File: src/rtl/pscr_ram.sv
`timescale 1ns / 1ps
// ----------------------------------------------------------------------------
// pscr_ram
// generic single-port write, single-port read ram with registered read
// ----------------------------------------------------------------------------
module pscr_ram #(
  parameter int Width = 72,
  parameter int Depth = 16,
  parameter int AddrW = (Depth > 1) ? $clog2(Depth) : 1
) (
  input  logic             clk,
  input  logic             we,
  input  logic [AddrW-1:0] waddr,
  input  logic [Width-1:0] wdata,
  input  logic [AddrW-1:0] raddr,
  output logic [Width-1:0] rdata
);
  logic [Width-1:0] mem [Depth];

  always_ff @(posedge clk) begin
    if (we) begin
      mem[waddr] <= wdata;
    end
    rdata <= mem[raddr];
  end
endmodule

File: config.mk
export PLATFORM = sky130hd
export DESIGN_NAME = pscr_ram
export DESIGN_NICKNAME = d
export VERILOG_FILES = /design/src/rtl/pscr_ram.sv
export SDC_FILE = /design/constraint.sdc
export NUM_CORES = 1
export LEC_CHECK = 0
export BUFFER_PORTS_ARGS = -buffer_cell sky130_fd_sc_hd__buf_4
export CAP_MARGIN = 20
export CORE_MARGIN = 4
export CORE_UTILIZATION = 30
export CTS_CLUSTER_SIZE = 16
export DETAILED_ROUTE_END_ITERATION = 10
export GPL_ROUTABILITY_DRIVEN = 0
export PLACE_DENSITY = 0.49
export SLEW_MARGIN = 40
export SYNTH_ARGS = -nofsm -noshare
export SYNTH_HDL_FRONTEND = slang
export SYNTH_SLANG_ARGS = --single-unit
File: constraint.sdc
create_clock -name clk -period 8.9 [get_ports clk]
set_input_delay 1.335 -clock clk [delete_from_list [all_inputs] [get_ports clk]]
set_output_delay 1.335 -clock clk [all_outputs]
set_load 0.05 [all_outputs]
* Yosys cells after proc, flatten, opt, wreduce, memory -nomap -nowiden
Memory sizes are Yosys's and may differ from the RTL's. A register that Yosys moved wholly into a read port is not among the register bits.
Index checks and enable logic that the tools add are counted.
** Operators by class
- Add/subtract/negate cells :: 0
- $mul :: 0
- Div/mod/pow operators :: 0
- $lt $le $gt $ge :: 0
- Equality and inequality tests :: 0
- Shift operators :: 0
- Muxes and demuxes :: 2
- Bitwise operators :: 0
- Reduce and logical (&&, ||, !) cells :: 0
** Operators by type and width (count)
- two-way mux 1 bit :: 2
** Storage, ports and cells
- Register bits after elaboration :: 0
- Bits in latches :: 0
- Bits in writable memories :: 1152
- ROM bits :: 0
- Bits of input ports :: 82
- Word-level logic and storage cells :: 3
- Memories :: 1
** Memory list
- mem :: depth 16, width 72, read ports 1, clocked after Yosys merged registers in 1, wr ports 1, RTL line 18 : logic [Width-1:0] mem [Depth];

* Depth between registers and ports, before layout
- Depth after elaboration :: 2
- Mapped depth :: 6
- Depth with buffers taken out :: 3

* Worst setup path before layout
No wires, ideal clock.
- Kind :: input to register
- Start point :: input waddr[2]
- End point :: memory mem[0][0] (enable)
- Arrival :: 6735 ps
- Path slack :: 1574 ps
- Stages on the path :: 2
- Path buffers :: 0
- Cells stage by stage :: or3b_2 > nor3_1
** RTL lines
- start, declared :: RTL line 13 : input logic [AddrW-1:0] waddr,
- end, declared :: RTL line 18
No word-level cell before the write port.

* Worst setup path in the final report
- Start point :: input waddr[0]
- End point :: memory mem[14][65] (enable)
No word-level cell before the write port.

==> flow_metrics.env <==
export IMPL_status="finished clean"
export IMPL_yosysSeqAreaShare_pct=80.89
export IMPL_power_frac_seq_pct=51.3
export IMPL_crit_top_cell="buf_4"
export IMPL_final_nets=2175
export IMPL_skew_ns=0.02729
export IMPL_yosysTopAreaCellShare_pct=77.65
export IMPL_endpoint_kind="flip-flop"
export IMPL_vdd_drop_max_mv=0.1219
export IMPL_power_density_mw_per_mm2=239.9
export IMPL_finalCritPeriodShare_pct=38.00
export IMPL_max_cap_violations=0
export IMPL_worstSetupPathType="in2reg"
export IMPL_syn_avg_cell_area_sq_um=24.08
export IMPL_clock_sinks=1224
export IMPL_swShare_pct=22.18
export IMPL_synth_area_top_cells="edfxtp_1, mux4_2, dfxtp_1"
export IMPL_setup_violations=0
export IMPL_p_int_mw=9.850
export IMPL_synth_xor_area_share_pct=0
export IMPL_cp_start_kind="primary input"
export IMPL_crit_family="buffers and inverters"
export IMPL_yosys_cell_types_count=18
export IMPL_viasPerCell=4.847
export IMPL_netlist_area_sq_mm=0.04455
export IMPL_yosys_top_cells_count="edfxtp_1, mux4_2, a22oi_1, nand2_1, dfxtp_1"
export IMPL_cts_hold_buf=0
export IMPL_drt_total_wl_um=107700
export IMPL_clk_latency_ns=0.75
export IMPL_synth_edff_count=1152
export IMPL_clock_root_buffer="clkbuf_16"
export IMPL_slew_headroom_pct=45.33
export IMPL_fp_row_count=141
export IMPL_synth_compound_area_share_pct=2.427
export IMPL_die_h_um=393.4
export IMPL_arrival_ns=3.75
export IMPL_synthSimpleGateAreaFrac_pct=0.9043
export IMPL_grt_pass1_wl_um=156200
export IMPL_power_frac_clock_pct=42.9
export IMPL_cp_max_fo=37
export IMPL_path_cells="buf_4, nand2b_1, nor2_4, buf_4, buf_4"
export IMPL_syn_nets=1932
export IMPL_switchingPower_mw=2.808
export IMPL_maxSlewViolCount=0
export IMPL_die_area_sq_mm=0.1547
export IMPL_setup_tns_final_ns=0
export IMPL_postCtsSetupRepairBufs=0
export IMPL_cts_buffers=132
export IMPL_fp_coreArea_sq_mm=0.1477
export IMPL_hpwl_um=54100
export IMPL_die_x_um=393.4
export IMPL_ios=154
export IMPL_yosys_warnings=0
export IMPL_timing_final_crit_period_ns=3.382
export IMPL_start_util_pct=30.17
export IMPL_finalHoldViolations=0
export IMPL_hp_class="reg2reg"
export IMPL_pwr_share_comb_pct=5.7
export IMPL_max_clock_freq_mhz=295.7
export IMPL_synthArstFlopShare_pct=0
export IMPL_synthAdderAreaFrac_pct=0
export IMPL_synth_most_common_cell="edfxtp_1"
export IMPL_antenna_found_initial=10
export IMPL_postPlaceCellArea_sq_mm=0.04831
export IMPL_grt_pass1_vias=21750
export IMPL_p_leak_nw=16.72
export IMPL_synth_top_area_cell="edfxtp_1"
export IMPL_crit_path_max_incr_delay_ns=0.71
export IMPL_ys_ff_latch=1224
export IMPL_fin_area_sq_mm=0.05276
export IMPL_ant_nets=0
export IMPL_grt_usage_pct=13.88
export IMPL_synthMuxAreaShare_pct=14.56
export IMPL_worst_path_buf_inv=3
export IMPL_totalPowerFinal_mw=12.66
export IMPL_synth_top_family_by_area="multiplexers"
export IMPL_syn_inst=1850
export IMPL_cp_slowest_cell="buf_4"
export IMPL_rsz0062_at_grt="false"
export IMPL_drive_above_1_share_pct=31.91
export IMPL_cp_data_required_time_ns=9.27
export IMPL_drt_iter0_drc=1627
export IMPL_firstDrtPassIters=5
export IMPL_wire_per_inst_um=26.02
export IMPL_cts_buffer_depth=3
export IMPL_synth_main_ff_cell="edfxtp_1"
export IMPL_tightest_slew_ns=0.8201
export IMPL_cts_resized=0
export IMPL_path_clk_slew_ns=0.06
export IMPL_htreeDepth=4
export IMPL_drc_errors=0
export IMPL_vias=20060
export IMPL_grt_start_max_net_pins=79
export IMPL_port_buffers=153
export IMPL_area_growth_pct=18.43
export IMPL_cts_tree="built"
export IMPL_grt_overflow=0
## sequential cells by signal, indices dropped and copies added, names as in the netlist
name	cells
mem	1152
rdata	72
## routing by layer
metal	global-route usage, %	vias to the layer above	wire (um)
met5	0	-	62
met4	3.234	10	1875
met3	3.292	151	5727
met2	22.01	495	51320
met1	19.43	10960	48710
li1	-	8446	-
## cell usage in the layout (no fill, tap or decap), drive strengths merged
cell type / synthesis / final
a22oi: 144 / 144
and2: 1 / 1
buf: 45 / 203
bufinv: 0 / 9
clkbuf: 50 / 171
clkinv: 0 / 55
clkinvlp: 0 / 2
dfxtp: 72 / 72
diode: 0 / 6
edfxtp: 1152 / 1152
inv: 0 / 8
mux4: 288 / 288
nand2: 73 / 73
nand2b: 2 / 2
nand3: 1 / 1
nand3b: 2 / 2
nor2: 13 / 13
nor2b: 2 / 2
nor3: 4 / 4
or3b: 1 / 1
## worst min-delay path: stages (launching register included)
cell and delay [ns]:
edfxtp_1 0.31, mux4_2 0.22, a22oi_1 0.05, nand2_1 0.06
## final cells by class
cell class              count  area, sq um
diodes                      6        15.01
repair buffers            204         1810
multi-input cells         531         8105
well taps                1930         2415
flip-flops and latches   1224        36030
clock inverters            74        824.5
clock buffers             170         3557
fillers                 13400        94900
## logic make-up (layout without fill, tap and decap cells)
group,count (synthesis),in the layout
DFF,1224,1224
AOI/OAI and AO/OA,144,144
other,0,6
muxes,288,288
and+or+nand+nor,99,99
buffers and inverters,95,448
## path summary, 6_finish.rpt
check,endpoint,slack [ns],start,depth (start not counted)
worst max-delay path,mem[14][65],5.52,waddr[0],5
worst min-delay path,rdata[54],0.66,mem[15][54],3
worst max register to register,rdata[32],7.46,mem[2][32],3
worst min register to register,rdata[54],0.66,mem[15][54],3
## power by group through the flow
stage / Combinational (mW) / Clock [mW] / Sequential [mW]
4_1_cts: 0.746 / 5.59 / 6.50
2_1_floorplan: 0.309 / 0 / 6.74
3_5_place_dp: 0.745 / 0 / 6.62
5_1_grt: 0.781 / 5.85 / 6.51
6_report: 0.727 / 5.43 / 6.50
3_3_place_gp: 0.721 / 0 / 6.62
## stage by stage
stage | util, % | setup slack (ns) | cells | hold slack (ns)
final | 35.73 | 5.518 | 4139 | 0.6565
after global routing | 35.72 | 5.449 | 4133 | 0.6939
after CTS | 35.68 | 5.500 | 4131 | 0.6643
after detailed placement | 32.72 | 4.694 | 3887 | 0.6568
after global placement | 32.55 | 4.738 | 3880 | 0.6530
after floorplan | - | 1.574 | 1850 | 0.6349
Power figures use the tool's default switching activity.
