$ cat config.mk
export PLATFORM = sky130hd
export DESIGN_NAME = pscr_div
export DESIGN_NICKNAME = d
export VERILOG_FILES = /design/src/rtl/pscr_pkg.sv /design/src/rtl/pscr_div.sv
export SDC_FILE = /design/constraint.sdc
export NUM_CORES = 1
export LEC_CHECK = 0
export BUFFER_PORTS_ARGS = -buffer_cell sky130_fd_sc_hd__buf_2
export CORE_AREA = 4 4 109 111
export CTS_CLUSTER_SIZE = 8
export DETAILED_ROUTE_END_ITERATION = 7
export DIE_AREA = 0 0 113 115
export PLACE_DENSITY = 0.84
export SYNTH_ARGS = -nofsm -noshare
export SYNTH_HDL_FRONTEND = slang
export SYNTH_SLANG_ARGS = --single-unit
$ cat constraint.sdc
create_clock -name clk -period 4.78 [get_ports clk]
set_clock_uncertainty 0.2 [all_clocks]
set_input_delay 0.239 -clock clk [delete_from_list [all_inputs] [get_ports clk]]
set_output_delay 0.239 -clock clk [all_outputs]
set_load 0.05 [all_outputs]
$ cat src/rtl/pscr_pkg.sv
`timescale 1ns / 1ps
// ----------------------------------------------------------------------------
// pscr_pkg
// types and constants for the point set centroid rotation block
// ----------------------------------------------------------------------------
package pscr_pkg;
  localparam int CoordW = 24;
  localparam int DiffW  = 25;
  localparam int SumW   = 28;
  localparam int TrigW  = 16;

  typedef logic signed [CoordW-1:0] coord_t;
  typedef logic signed [DiffW-1:0]  diff_t;
  typedef logic signed [SumW-1:0]   sum_t;
  typedef logic signed [TrigW-1:0]  trig_t;

  localparam coord_t CoordMax = 24'sh7fffff;
  localparam coord_t CoordMin = -24'sh800000;
  localparam coord_t ZCeiling = 24'sd6553600;
  localparam trig_t  TrigOne  = 16'sd16384;

  localparam logic [2:0] RegCosX = 3'd0;
  localparam logic [2:0] RegSinX = 3'd1;
  localparam logic [2:0] RegCosY = 3'd2;
  localparam logic [2:0] RegSinY = 3'd3;
  localparam logic [2:0] RegCosZ = 3'd4;
  localparam logic [2:0] RegSinZ = 3'd5;

  typedef enum logic [2:0] {
    ST_LOAD,
    ST_DIV,
    ST_READ,
    ST_ROT,
    ST_OUT
  } state_t;

  // rotation step selector for the shared datapath
  typedef enum logic [1:0] {
    STEP_LOAD,
    STEP_X,
    STEP_Y,
    STEP_Z
  } step_t;

  // saturate a wide signed value to a coordinate
  function automatic coord_t sat_coord(input logic signed [39:0] v);
    if (v > 40'(signed'(CoordMax))) return CoordMax;
    if (v < 40'(signed'(CoordMin))) return CoordMin;
    return v[CoordW-1:0];
  endfunction

  // round(v / 2^14), ties toward +inf, saturated
  function automatic coord_t q14(input logic signed [42:0] v);
    logic signed [42:0] w;
    w = v + 43'sd8192;
    return sat_coord(40'(w >>> 14));
  endfunction
endpackage

$ cat src/rtl/pscr_div.sv
`timescale 1ns / 1ps
// ----------------------------------------------------------------------------
// pscr_div
// restoring divider, one quotient bit a cycle, rounds magnitude to nearest
// ----------------------------------------------------------------------------
module pscr_div #(
  parameter int CntW = 9
) (
  input  logic                    clk,
  input  logic                    rst,
  input  logic                    start,
  input  pscr_pkg::sum_t          dividend,
  input  logic [CntW-1:0]         divisor,
  output logic                    done,
  output pscr_pkg::coord_t        quotient
);
  import pscr_pkg::*;

  localparam int MagW = SumW + 1;
  localparam int BitW = $clog2(MagW + 1);

  logic [MagW-1:0] num;
  logic [MagW-1:0] quo;
  logic [CntW:0]   rem;
  logic [BitW-1:0] bits;
  logic            neg;
  logic            busy;
  logic [CntW:0]   trial;
  logic signed [MagW-1:0] dvd_ext;
  logic [MagW-1:0] mag_in;
  logic signed [MagW+1:0] signed_q;

  always_comb begin
    dvd_ext  = MagW'(dividend);
    mag_in   = (dividend[SumW-1] ? -dvd_ext : dvd_ext) + MagW'(divisor >> 1);
    trial    = {rem[CntW-1:0], num[MagW-1]};
    signed_q = neg ? -(MagW + 2)'(quo) : (MagW + 2)'(quo);
  end

  always_ff @(posedge clk) begin
    if (rst) begin
      busy <= 1'b0;
      done <= 1'b0;
    end else begin
      done <= 1'b0;
      if (start) begin
        busy <= 1'b1;
        bits <= BitW'(MagW);
        num  <= mag_in;
        rem  <= '0;
        quo  <= '0;
        neg  <= dividend[SumW-1];
      end else if (busy) begin
        num <= num << 1;
        if (trial >= (CntW + 1)'(divisor)) begin
          rem <= trial - (CntW + 1)'(divisor);
          quo <= {quo[MagW-2:0], 1'b1};
        end else begin
          rem <= trial;
          quo <= {quo[MagW-2:0], 1'b0};
        end
        bits <= bits - 1'b1;
        if (bits == BitW'(1)) begin
          busy <= 1'b0;
          done <= 1'b1;
        end
      end
    end
  end

  assign quotient = sat_coord(40'(signed_q));
endmodule

* Word-level counts from Yosys, hierarchy flattened
Index checks and enable logic that the tools add are counted.
** Storage, ports and cells
- Register bits :: 75
- Input bits :: 40
- Output and inout bits :: 25
- Logic and storage cells :: 42
** Operators by class
- Add/subtract/negate cells :: 5
- $lt $le $gt $ge :: 3
- Equality and inequality tests :: 1
- Mux-type cells :: 20
- Bitwise operators :: 2
- Reduce and logical (&&, ||, !) cells :: 4
** Operator list (number)
- $mux 29 :: 4
- $mux 24 :: 4
- $gt 31x24->1 const B :: 1
- $lt 31x24->1 const B :: 1
- $mux 31 :: 1
- $neg 29->31 :: 1
- $add 29x8->29 :: 1
- $neg 29->29 :: 1
- $mux 9 :: 2
- $ge 10x9->1 :: 1
- $sub 9x9->9 :: 1
- $mux 1 :: 8
- $eq 5x1->1 const B :: 1
- $mux 5 :: 1
- $sub 5x1->5 const B :: 1
- $reduce_and 2->1 :: 2
- $reduce_or 3->1 :: 1
- $not 1->1 :: 2
- $reduce_bool 2->1 :: 1

* Logic depth before layout (Yosys ltp)
Gate-level depths: netlist of run 1.
- Word-level depth :: 7
- Depth in mapped cells :: 16
- Gate-level depth less buffers :: 14

* Least setup slack after synthesis of run 1
No wires, ideal clock.
- Kind :: input to register
- From :: input start
- To :: register bits[0], enable pin
- Library setup time :: 504 ps
- Arrival time :: 3943 ps
- Required time :: 4076 ps
- Path slack :: 133 ps
- Stages on the path :: 4
- Path buffers :: 2
- Path through :: clkbuf_1 clkbuf_1 nor2_1 nor2_1
** On the way
- Cells in the longest elaborated chain, start to end :: 2
** Ends and longest elaborated chain
- start, declared :: RTL line pscr_div.sv:11 : input logic start,
- $reduce_bool 2->1 (no line)
- $reduce_and 2->1 (no line)
- end signal, assigned :: RTL line pscr_div.sv:48 : bits <= BitW'(MagW);
- end signal, assigned :: RTL line pscr_div.sv:62 : bits <= bits - 1'b1;
- end, declared :: RTL line pscr_div.sv:25 : logic [BitW-1:0] bits;
No other way between the ends.
A chain may end at the register's enable or synchronous reset.

* Worst setup path in the final report of run 1
- From :: register quo[16]
- To :: output quotient[8]
** On the way
- Cells in the longest elaborated chain, start to end :: 7
- Elaborated cells on any way between the ends :: 10
- Those cells by class :: 1 x add/sub; 2 x order compare; 7 x mux
** Ends and longest elaborated chain
- start, declared :: RTL line pscr_div.sv:23 : logic [MagW-1:0] quo;
- start signal, assigned :: RTL line pscr_div.sv:57 : quo <= {quo[MagW-2:0], 1'b1};
- start signal, assigned :: RTL line pscr_div.sv:60 : quo <= {quo[MagW-2:0], 1'b0};
- $neg 29->31 :: RTL line pscr_div.sv:37 : signed_q = neg ? -(MagW + 2)'(quo) : (MagW + 2)'(quo);
- $mux 31 (*) :: RTL line pscr_div.sv:37
- $lt 31x24->1 :: RTL line pscr_pkg.sv:48 : if (v < 40'(signed'(CoordMin))) return CoordMin;
- $mux 1 (2 in series) :: RTL line pscr_pkg.sv:48
- $mux 24 :: RTL line pscr_pkg.sv:49 : return v[CoordW-1:0];
- $mux 24 (*) :: RTL line pscr_pkg.sv:48
- end, declared :: RTL line pscr_div.sv:15 : output pscr_pkg::coord_t quotient
Mark *: on every way between the ends. The rest lies on a longest branch, timed or not. The select of a mux whose other input is x is not followed.

==> impl_metrics.yaml, run 1 <==
global_routing:
  use_met3: 0.03632
  grt_pass1_wl_mm: 22.05
  met1_usage: 0.2613
  overflow: 0
  grt_max_degree: 72
  grt_pass1_vias: 4655
  top_usage_layer: "met2"
  grtUsageTotal: 0.2058
  antenna_found_initial: 0
  grt_util_met2: 0.3539
routing:
  num_vias: 4893
  finalWirelength_mm: 13.12
  wl_per_cell_um: 16.30
  dr.pass1.iters: 8
  first_iter_violations: 322
  drc: 0
  antenna_left: 0
  vias_per_cell: 6.078
synth:
  synthFlopType: "edfxtp_1"
  synth_cells: 612
  synth_seq_area_share: 0.3823
  yosysWarnings: 0
  yosysUniqueCellTypes: 65
  syn-mean-instance-area_um2: 9.539
  yosysTopAreaCellShare: 0.3755
  synth_area_um2: 5838
  synth_edf_count: 73
  ys_seq_elements: 75
  syn-num-nets: 675
  synth.area.top_cells: "edfxtp_1 38%, xor2_1 5.7%, xnor2_1 5.6%"
  ys_top_cells_by_count: "73 x edfxtp_1, 48 x o21ai_0, 45 x nor2_1"
  yosysMostFrequentCell: "edfxtp_1"
  yosys.area.top_type: "edfxtp_1"
  async_reset_ff_frac: 0
critical_path:
  critical_path_class: "reg2out"
  endpoint_kind: "output port"
  crit_path_frequent_cell: "or3_4"
  cp_slowest_cell: "o41ai_1"
  path_cells: "or4_4 > or3_4 > or3_4 > or2_4 > o41ai_1 > a31oi_1 > buf_4 > o21ai_0 > buf_2"
  arrival_ps: 3890
  critPathLaunchType: "flop"
  critPathMaxStageDelay_ps: 700
  cp_max_fo: 23
  required_ps: 4340
floorplan:
  die-area_um2: 13000
  die_w_um: 113
  initial_core_util: 0.5409
  rows: 38
  boundaryPins: 65
  core_um2: 10790
  dieHeight_um: 115
power_and_ir_drop:
  p_int_w: 0.001217
  p_leak_nw: 2.371
  powerDensity_nw_per_um2: 278.0
  swShare: 0.3221
  power.switching_w: 0.0005781
  peakVddDrop_mv: 0.1290
  power_frac_clock: 0.255
  seqPwrFrac: 0.458
  pwr-share-comb: 0.287
  power_w: 0.001795
final_layout:
  multi_input_area_um2: 3400
  synthToLayoutAreaGrowth_pct: 10.57
  regArea_um2: 2232
  fin_nets: 723
  nFillCells: 913
  drive_above_1_share: 0.1805
  antenna_cells: 0
sta:
  layout_min_cycle_time_ps: 4328
  fmax_mhz: 231.0
  relSlewSlack: 0.4278
  setup_violations: 0
  rsz0062_at_grt: "no"
  drv_slew: 0
  tns_ps: 0
  finalCritPeriodShare: 0.9055
  hold_ws_ps: 152.1
  worst_pin_slew_ps: 858.4
  hold_violations: 0
clock_network:
  cts_inserted_buffers: 9
  htree_levels: 3
  cts_root_buf: "clkbuf_8"
  cts_buffer_depth: 2
  clock-sinks: 75
  clk_latency_ps: 340
  path_clk_slew_ps: 80
  post_cts_buffers: 0
  tritoncts: "done"
place:
  dp_hpwl_mm: 9.812
  portBuffers: 64
  gp_congestion: 0.9466
min_path:
  hold_class: "in2reg"
job:
  maxCapViolations: 0
run_status:
  status: "finished clean"
## final timing paths
| kind | start | to | slack, ps | depth (start not counted) |
|---|---|---|---|---|
| min | divisor[0] | rem[0] | 150 | 3 |
| min reg2reg | busy | done | 300 | 1 |
| max reg2reg | num[28] | rem[8] | 1650 | 11 |
| max | quo[16] | quotient[8] | 450 | 9 |
## power groups by stage
| stage | Sequential (W) | Combinational (W) | Clock (W) |
|---|---|---|---|
| 2_1_floorplan | 0.000824 | 0.000395 | 0 |
| 3_3_place_gp | 0.000833 | 0.000485 | 0 |
| 3_5_place_dp | 0.000836 | 0.000509 | 0 |
| 4_1_cts | 0.000822 | 0.000512 | 0.000466 |
| 5_1_grt | 0.000828 | 0.000566 | 0.000500 |
| 6_report | 0.000822 | 0.000514 | 0.000458 |
## per-stage QoR
stage	instances	cell area, um2	setup WS [ps]	utilization
2_1_floorplan	612	5838	133.3	-
3_3_place_gp	788	6254	630.0	0.5794
3_5_place_dp	788	6254	584.0	0.5794
4_1_cts	805	6446	240.2	0.5973
5_1_grt	805	6455	234.8	0.5981
6_report	805	6455	451.8	0.5981
## final cells by class
class | instances | area share
Clock inverter | 7 | 0.009110
Clock buffer | 9 | 0.01919
Sequential cell | 75 | 0.3458
Tap cell | 140 | 0.02714
Multi-Input combinational cell | 479 | 0.5267
Timing Repair Buffer | 71 | 0.05815
Inverter | 24 | 0.01396
## layout by cell type, fill, tap and decap left out, types with 3 or more instances in the layout
| cell | instances |
|---|---|
| a2111oi_0 | 3 |
| a211oi_1 | 8 |
| a21o_1 | 10 |
| a21oi_1 | 12 |
| a31oi_1 | 5 |
| and3_1 | 3 |
| buf_2 | 64 |
| buf_4 | 6 |
| clkbuf_8 | 9 |
| clkinv_1 | 3 |
| edfxtp_1 | 73 |
| ha_1 | 21 |
| inv_1 | 24 |
| mux2_2 | 20 |
| mux2i_1 | 6 |
| nand2_1 | 36 |
| nand2b_1 | 8 |
| nand3_1 | 13 |
| nand3b_1 | 6 |
| nand4_1 | 7 |
| nor2_1 | 44 |
| nor2b_1 | 33 |
| nor3_1 | 10 |
| nor3b_1 | 5 |
| nor4_1 | 10 |
| nor4b_1 | 3 |
| o211ai_1 | 4 |
| o21a_1 | 4 |
| o21ai_0 | 48 |
| o31ai_1 | 20 |
| o41ai_1 | 13 |
| or2_2 | 4 |
| or3_1 | 5 |
| or4_1 | 7 |
| xnor2_1 | 37 |
| xor2_1 | 38 |
## sequential cells by signal, summed over array words and instances (netlist names)
register,cells
done,1
num,29
rem,9
busy,1
neg,1
bits,5
quo,29
## layer usage
| layer | routed length [um] | part of all wire | vias to the layer above |
|---|---|---|---|
| met5 | 0 | 0 | - |
| met4 | 329 | 0.025 | 0 |
| met3 | 702 | 0.054 | 26 |
| met2 | 6351 | 0.48 | 171 |
| met1 | 5737 | 0.44 | 2329 |
| li1 | - | - | 2367 |
## worst max-delay path, delay by kind of cell, from the launching register on
family | cells | cell delay, ps
DFF | 1 | 460
AOI/OAI and AO/OA | 3 | 980
buffers and inverters | 2 | 530
and+or+nand+nor | 4 | 1580
## what timing repair did
action                                 CTS  global route
setup endpoints to repair                0            15
endpoints found under the hold margin    1             0
gates resized for setup                  0             1
hold buffers                             1             0
## kinds of logic (layout without fill, tap and decap cells)
| family | count (synthesis) | after routing | synth area share |
|---|---|---|---|
| mux | 26 | 26 | 0.04887 |
| buf+inv | 58 | 111 | 0.03815 |
| fa+ha+maj | 23 | 23 | 0.05186 |
| xor+xnor | 75 | 75 | 0.1125 |
| simple gates | 207 | 207 | 0.1935 |
| flops | 75 | 75 | 0.3823 |
| compound gates | 148 | 148 | 0.1727 |
No activity file was read; power rests on OpenSTA's default activity.
==> inputs of run 2 (changes only) <==
--- a/config.mk
+++ b/config.mk
@@ -5,12 +5,13 @@
 export SDC_FILE = /design/constraint.sdc
 export NUM_CORES = 1
 export LEC_CHECK = 0
+export ABC_AREA = 0
 export BUFFER_PORTS_ARGS = -buffer_cell sky130_fd_sc_hd__buf_2
 export CORE_AREA = 4 4 109 111
 export CTS_CLUSTER_SIZE = 8
 export DETAILED_ROUTE_END_ITERATION = 7
 export DIE_AREA = 0 0 113 115
-export PLACE_DENSITY = 0.84
+export PLACE_DENSITY = 0.78
 export SYNTH_ARGS = -nofsm -noshare
 export SYNTH_HDL_FRONTEND = slang
 export SYNTH_SLANG_ARGS = --single-unit
==> impl_metrics.yaml, run 2 (synthesis gave the netlist of run 1 again) <==
run_status:
  status: "finished clean"
min_path:
  hold_class: "in2reg"
  hold_depth: 3
  min_to: "rem[0]"
  hp-start: "divisor[0]"
routing:
  vias_per_cell: 5.935
  drc: 0
  wl_per_cell_um: 15.94
  first_iter_violations: 320
  antenna_left: 0
  num_vias: 4778
  finalWirelength_mm: 12.83
  dr.pass1.iters: 5
job:
  maxCapViolations: 0
sta:
  tns_ps: 0
  hold_violations: 0
  layout_min_cycle_time_ps: 4341
  worst_pin_slew_ps: 830.4
  relSlewSlack: 0.4464
  rsz0062_at_grt: "no"
  finalCritPeriodShare: 0.9081
  drv_slew: 0
  fmax_mhz: 230.4
  setup_violations: 0
global_routing:
  grtUsageTotal: 0.2023
  grt_max_degree: 72
  grt_pass1_wl_mm: 21.49
  antenna_found_initial: 0
  overflow: 0
  grt_pass1_vias: 4476
power_and_ir_drop:
  power.switching_w: 0.0005664
  seqPwrFrac: 0.443
  peakVddDrop_mv: 0.1694
  pwr-share-comb: 0.274
  swShare: 0.3047
  p_int_w: 0.001292
  p_leak_nw: 2.385
  power_frac_clock: 0.283
  powerDensity_nw_per_um2: 286.6
place:
  gp_congestion: 0.9103
  numPlacedInstances: 788
  dp_hpwl_mm: 9.437
  portBuffers: 64
critical_path:
  critPathBufInv: 1
  endpoint_kind: "output port"
  cp_slowest_cell: "o41ai_1"
  arrival_ps: 3900
  crit_path_frequent_cell: "or3_4"
  required_ps: 4340
  critPathLaunchType: "flop"
  crit_family: "simple AND/OR/NAND/NOR gates"
  critical_path_class: "reg2out"
  cp_max_fo: 23
  critPathMaxStageDelay_ps: 720
  rrSetupSlack_ps: 1650
  r2r_cells: 11
  timing.rr.start: "num[28]"
  path_cells: "or4_4 > or3_4 > or3_4 > or2_4 > o41ai_1 > o31ai_4 > o21ai_0 > buf_2"
  rr_endpoint: "rem[8]"
clock_network:
  htree_levels: 3
  cts_inserted_buffers: 9
  clk_latency_ps: 350
  clock-sinks: 75
  cts_buffer_depth: 2
  path_clk_slew_ps: 70
  cts_root_buf: "clkbuf_8"
  tritoncts: "done"
final_layout:
  synthToLayoutAreaGrowth_pct: 11.08
  antenna_cells: 0
  top_regs: "num x29, quo x29, rem x9"
  fin_nets: 723
  fin_cells: 805
  layout_common_cells: "73 x edfxtp_1, 64 x buf_2, 48 x o21ai_0, 44 x nor2_1, 38 x xor2_1"
  drive_above_1_share: 0.1789
  layout_commonest_cell: "edfxtp_1"
floorplan:
  die_w_um: 113
  dieHeight_um: 115
  core_um2: 10790
  rows: 38
  die-area_um2: 13000
  boundaryPins: 65
  initial_core_util: 0.5409
-- run 2: changes by cell type in the layout (fill, tap and decap cells not counted) --
cell        before  now
clkbuf_8         9   10
bufinv_16        1    2
clkinv_2         2    0
clkinv_1         3    0
clkbuf_1         0    4
clkinvlp_4       1    0
-- run 2: cell type report --
class | instances | area [um2]
tap | 140 | 175.2
fill | 897 | 4308
clock inverter | 2 | 60.06
sequential | 75 | 2232
clock buffer | 14 | 152.6
multi-input combinational | 479 | 3400
timing repair buffer | 71 | 375.4
inverter | 24 | 90.09
-- run 2: metal layers --
metal	part of all wire	global-route usage	up-vias
met5	0	0	-
met4	0.025	0.08013	0
met3	0.057	0.03474	24
met2	0.46	0.3219	146
met1	0.46	0.2766	2235
li1	-	-	2373
-- run 2: worst reg2reg max path, stage by stage, from the launching register on --
cell       delay [ps]
edfxtp_1          390
inv_1              60
ha_1              210
fa_1              450
nor2b_1           130
o21ai_0           100
a21boi_0          280
o21ai_0           140
a21boi_0          250
o21ai_0           150
nor4b_1           160
a2111oi_0         380
-- run 2: worst max-delay path by stage --
stage | start | endpoint | slack, ps | depth (start not counted)
final | quo[16] | quotient[1] | 440 | 8
after detailed placement | dividend[0] | num[22] | 470 | 15
after global routing | quo[16] | quotient[1] | 240 | 8
after floorplan | start | bits[0] | 130 | 4
after CTS | quo[16] | quotient[1] | 210 | 9
after global placement | dividend[0] | num[19] | 600 | 15
-- run 2: repair_timing --
item,4_1_cts,5_1_grt
resized for setup,0,1
setup endpoints to repair,0,8
hold buffers,1,0
buffers inserted,0,0
endpoints found under the hold margin,1,0
-- run 2: power by group through the flow --
stage / clock (W) / combinational [W] / sequential, W
6_report: 0.000527 / 0.000509 / 0.000823
5_1_grt: 0.000574 / 0.000561 / 0.000828
4_1_cts: 0.000540 / 0.000508 / 0.000823
3_5_place_dp: 0 / 0.000505 / 0.000836
3_3_place_gp: 0 / 0.000488 / 0.000833
2_1_floorplan: 0 / 0.000395 / 0.000824
-- run 2: metrics by stage --
| step | hold WS, ps | setup slack, ps | cell area, um2 | total power (W) | utilization |
|---|---|---|---|---|---|
| CTS | 131.3 | 214.1 | 6476 | 0.001871 | 0.6000 |
| global route | 151.4 | 236.4 | 6485 | 0.001964 | 0.6009 |
| detailed placement | 295.8 | 472.7 | 6254 | 0.001341 | 0.5794 |
| finish | 160.1 | 439.2 | 6485 | 0.001859 | 0.6009 |
| global placement | 287.4 | 595.8 | 6254 | 0.001321 | 0.5794 |
| floorplan | 118.3 | 133.3 | 5838 | 0.001218 | - |
==> inputs of run 3 (changes only) <==
--- a/config.mk
+++ b/config.mk
@@ -11,6 +11,7 @@
 export CTS_CLUSTER_SIZE = 8
 export DETAILED_ROUTE_END_ITERATION = 7
 export DIE_AREA = 0 0 113 115
+export MAX_ROUTING_LAYER = met4
 export PLACE_DENSITY = 0.78
 export SYNTH_ARGS = -nofsm -noshare
 export SYNTH_HDL_FRONTEND = slang
==> constraint.sdc (replaced) <==
create_clock -name clk -period 3.9 [get_ports clk]
set_clock_uncertainty 0.2 [all_clocks]
set_input_delay 0.195 -clock clk [delete_from_list [all_inputs] [get_ports clk]]
set_output_delay 0.195 -clock clk [all_outputs]
set_load 0.05 [all_outputs]
==> impl_metrics.yaml, run 3 (synthesis gave the netlist of run 1 again) <==
min_path:
  hold_depth: 3
  hold_class: "in2reg"
critical_path:
  r2r_cells: 11
  rrSetupSlack_ps: 850
  cp_max_fo: 10
  critical_path_class: "reg2out"
  endpoint_kind: "output port"
  required_ps: 3500
  critPathLaunchType: "flop"
  arrival_ps: 3590
sta:
  drv_slew: 0
  layout_setup_ws_ps: -80.43
  layout_min_cycle_time_ps: 3980
  rsz0062_at_grt: "yes"
  hold_ws_ps: 118.5
  fmax_mhz: 251.2
  setup_violations: 12
  worst_pin_slew_ps: 776.5
  relSlewSlack: 0.4823
  hold_violations: 0
  finalCritPeriodShare: 1.021
global_routing:
  grtUsageTotal: 0.2120
  antenna_found_initial: 0
  grt_max_degree: 72
  grt_pass1_vias: 4588
  overflow: 0
  grt_pass1_wl_mm: 22.07
job:
  maxCapViolations: 0
final_layout:
  top_regs: "num x29, quo x29, rem x9"
  antenna_cells: 0
  layout_commonest_cell: "edfxtp_1"
  nFillCells: 840
  fin_nets: 750
  fin_cells: 832
  synthToLayoutAreaGrowth_pct: 19.16
  drive_above_1_share: 0.2384
  layout_common_cells: "73 x edfxtp_1, 44 x nor2_1, 41 x buf_2, 38 x xor2_1, 36 x nand2_1"
floorplan:
  core_um2: 10790
  boundaryPins: 65
  die-area_um2: 13000
  dieHeight_um: 115
  rows: 38
  die_w_um: 113
  initial_core_util: 0.5409
routing:
  finalWirelength_mm: 13.91
  num_vias: 4973
  antenna_left: 0
  wl_per_cell_um: 16.71
  first_iter_violations: 351
  vias_per_cell: 5.977
  drc: 0
  dr.pass1.iters: 5
clock_network:
  cts_root_buf: "clkbuf_8"
  htree_levels: 3
  path_clk_slew_ps: 80
  clock-sinks: 75
  cts_inserted_buffers: 9
  cts_buffer_depth: 2
  clk_latency_ps: 350
  tritoncts: "done"
power_and_ir_drop:
  power.switching_w: 0.0007502
  peakVddDrop_mv: 0.1838
  seqPwrFrac: 0.435
  p_int_w: 0.001559
  p_leak_nw: 2.596
  swShare: 0.3248
  power_frac_clock: 0.250
  powerDensity_nw_per_um2: 332.0
  pwr-share-comb: 0.315
place:
  gp_congestion: 0.9778
  portBuffers: 64
  pre_cts_slack_ps: -124.2
  numPlacedInstances: 803
  dp_hpwl_mm: 9.543
run_status:
  violations: "setup timing"
  status: "complete, but fails checks"
[run 3: cell count changes in the layout (fill, tap and decap cells not counted), sizes merged]
cell    delta
o31ai      +1
clkinv     +2
clkbuf     -1
buf       +26
bufinv     -1
[run 3: area by class of cell]
cell class                      count  area, um2  area share
Inverter                           24      90.09     0.01295
Multi-Input combinational cell    480       3556      0.5112
Clock buffer                       13      138.9     0.01996
Timing Repair Buffer               97      725.7      0.1043
Tap cell                          140      175.2     0.02518
Sequential cell                    75       2232      0.3209
Clock inverter                      3      38.79    0.005576
[run 3: path summary, 6_finish.rpt]
| path | from | endpoint |
|---|---|---|
| hold reg to reg | busy | done |
| setup / recovery | quo[16] | quotient[22] |
| setup reg to reg | num[28] | rem[8] |
| hold / removal | divisor[0] | rem[0] |
[run 3: power by group through the flow]
stage	clock network (W)	logic, W	registers, W
after floorplan	0	0.000485	0.00101
after global placement	0	0.000615	0.00102
after detailed placement	0	0.000636	0.00102
after CTS	0.000586	0.000671	0.00100
after global routing	0.000619	0.000788	0.00101
final	0.000577	0.000728	0.00100
[run 3: repair_timing]
item,in CTS,in global routing
endpoints found under the hold margin,1,0
resized for setup,43,63
setup buffers,2,6
setup endpoints to repair,23,24
gates cloned,3,1
pin swaps,5,7
hold buffers,1,0
[run 3: layer usage]
metal	share of wire	GRT usage
met4	0.018	0.06170
met1	0.45	0.2872
met3	0.048	0.02526
met5	0	-
met2	0.48	0.3373
[run 3: critical path, cell delays in order (launching register included)]
cell and delay [ps]:
edfxtp_1 390, or4_4 560, or3_4 350, or3_4 360, or2_4 270, o41ai_2 370
buf_4 200, buf_4 140, o31ai_4 70, buf_4 190, o21ai_1 130, buf_6 190
[run 3: per-stage QoR]
step                cell area (um2)  total power, W  utilization  TNS [ps]
finish                         6957        0.002309       0.6446    -576.6
global placement               6366        0.001631       0.5898    -158.2
global route                   6957        0.002417       0.6446     -2728
CTS                            6710        0.002260       0.6217         0
floorplan                      5846        0.001492            -     -8201
detailed placement             6366        0.001655       0.5898     -2536
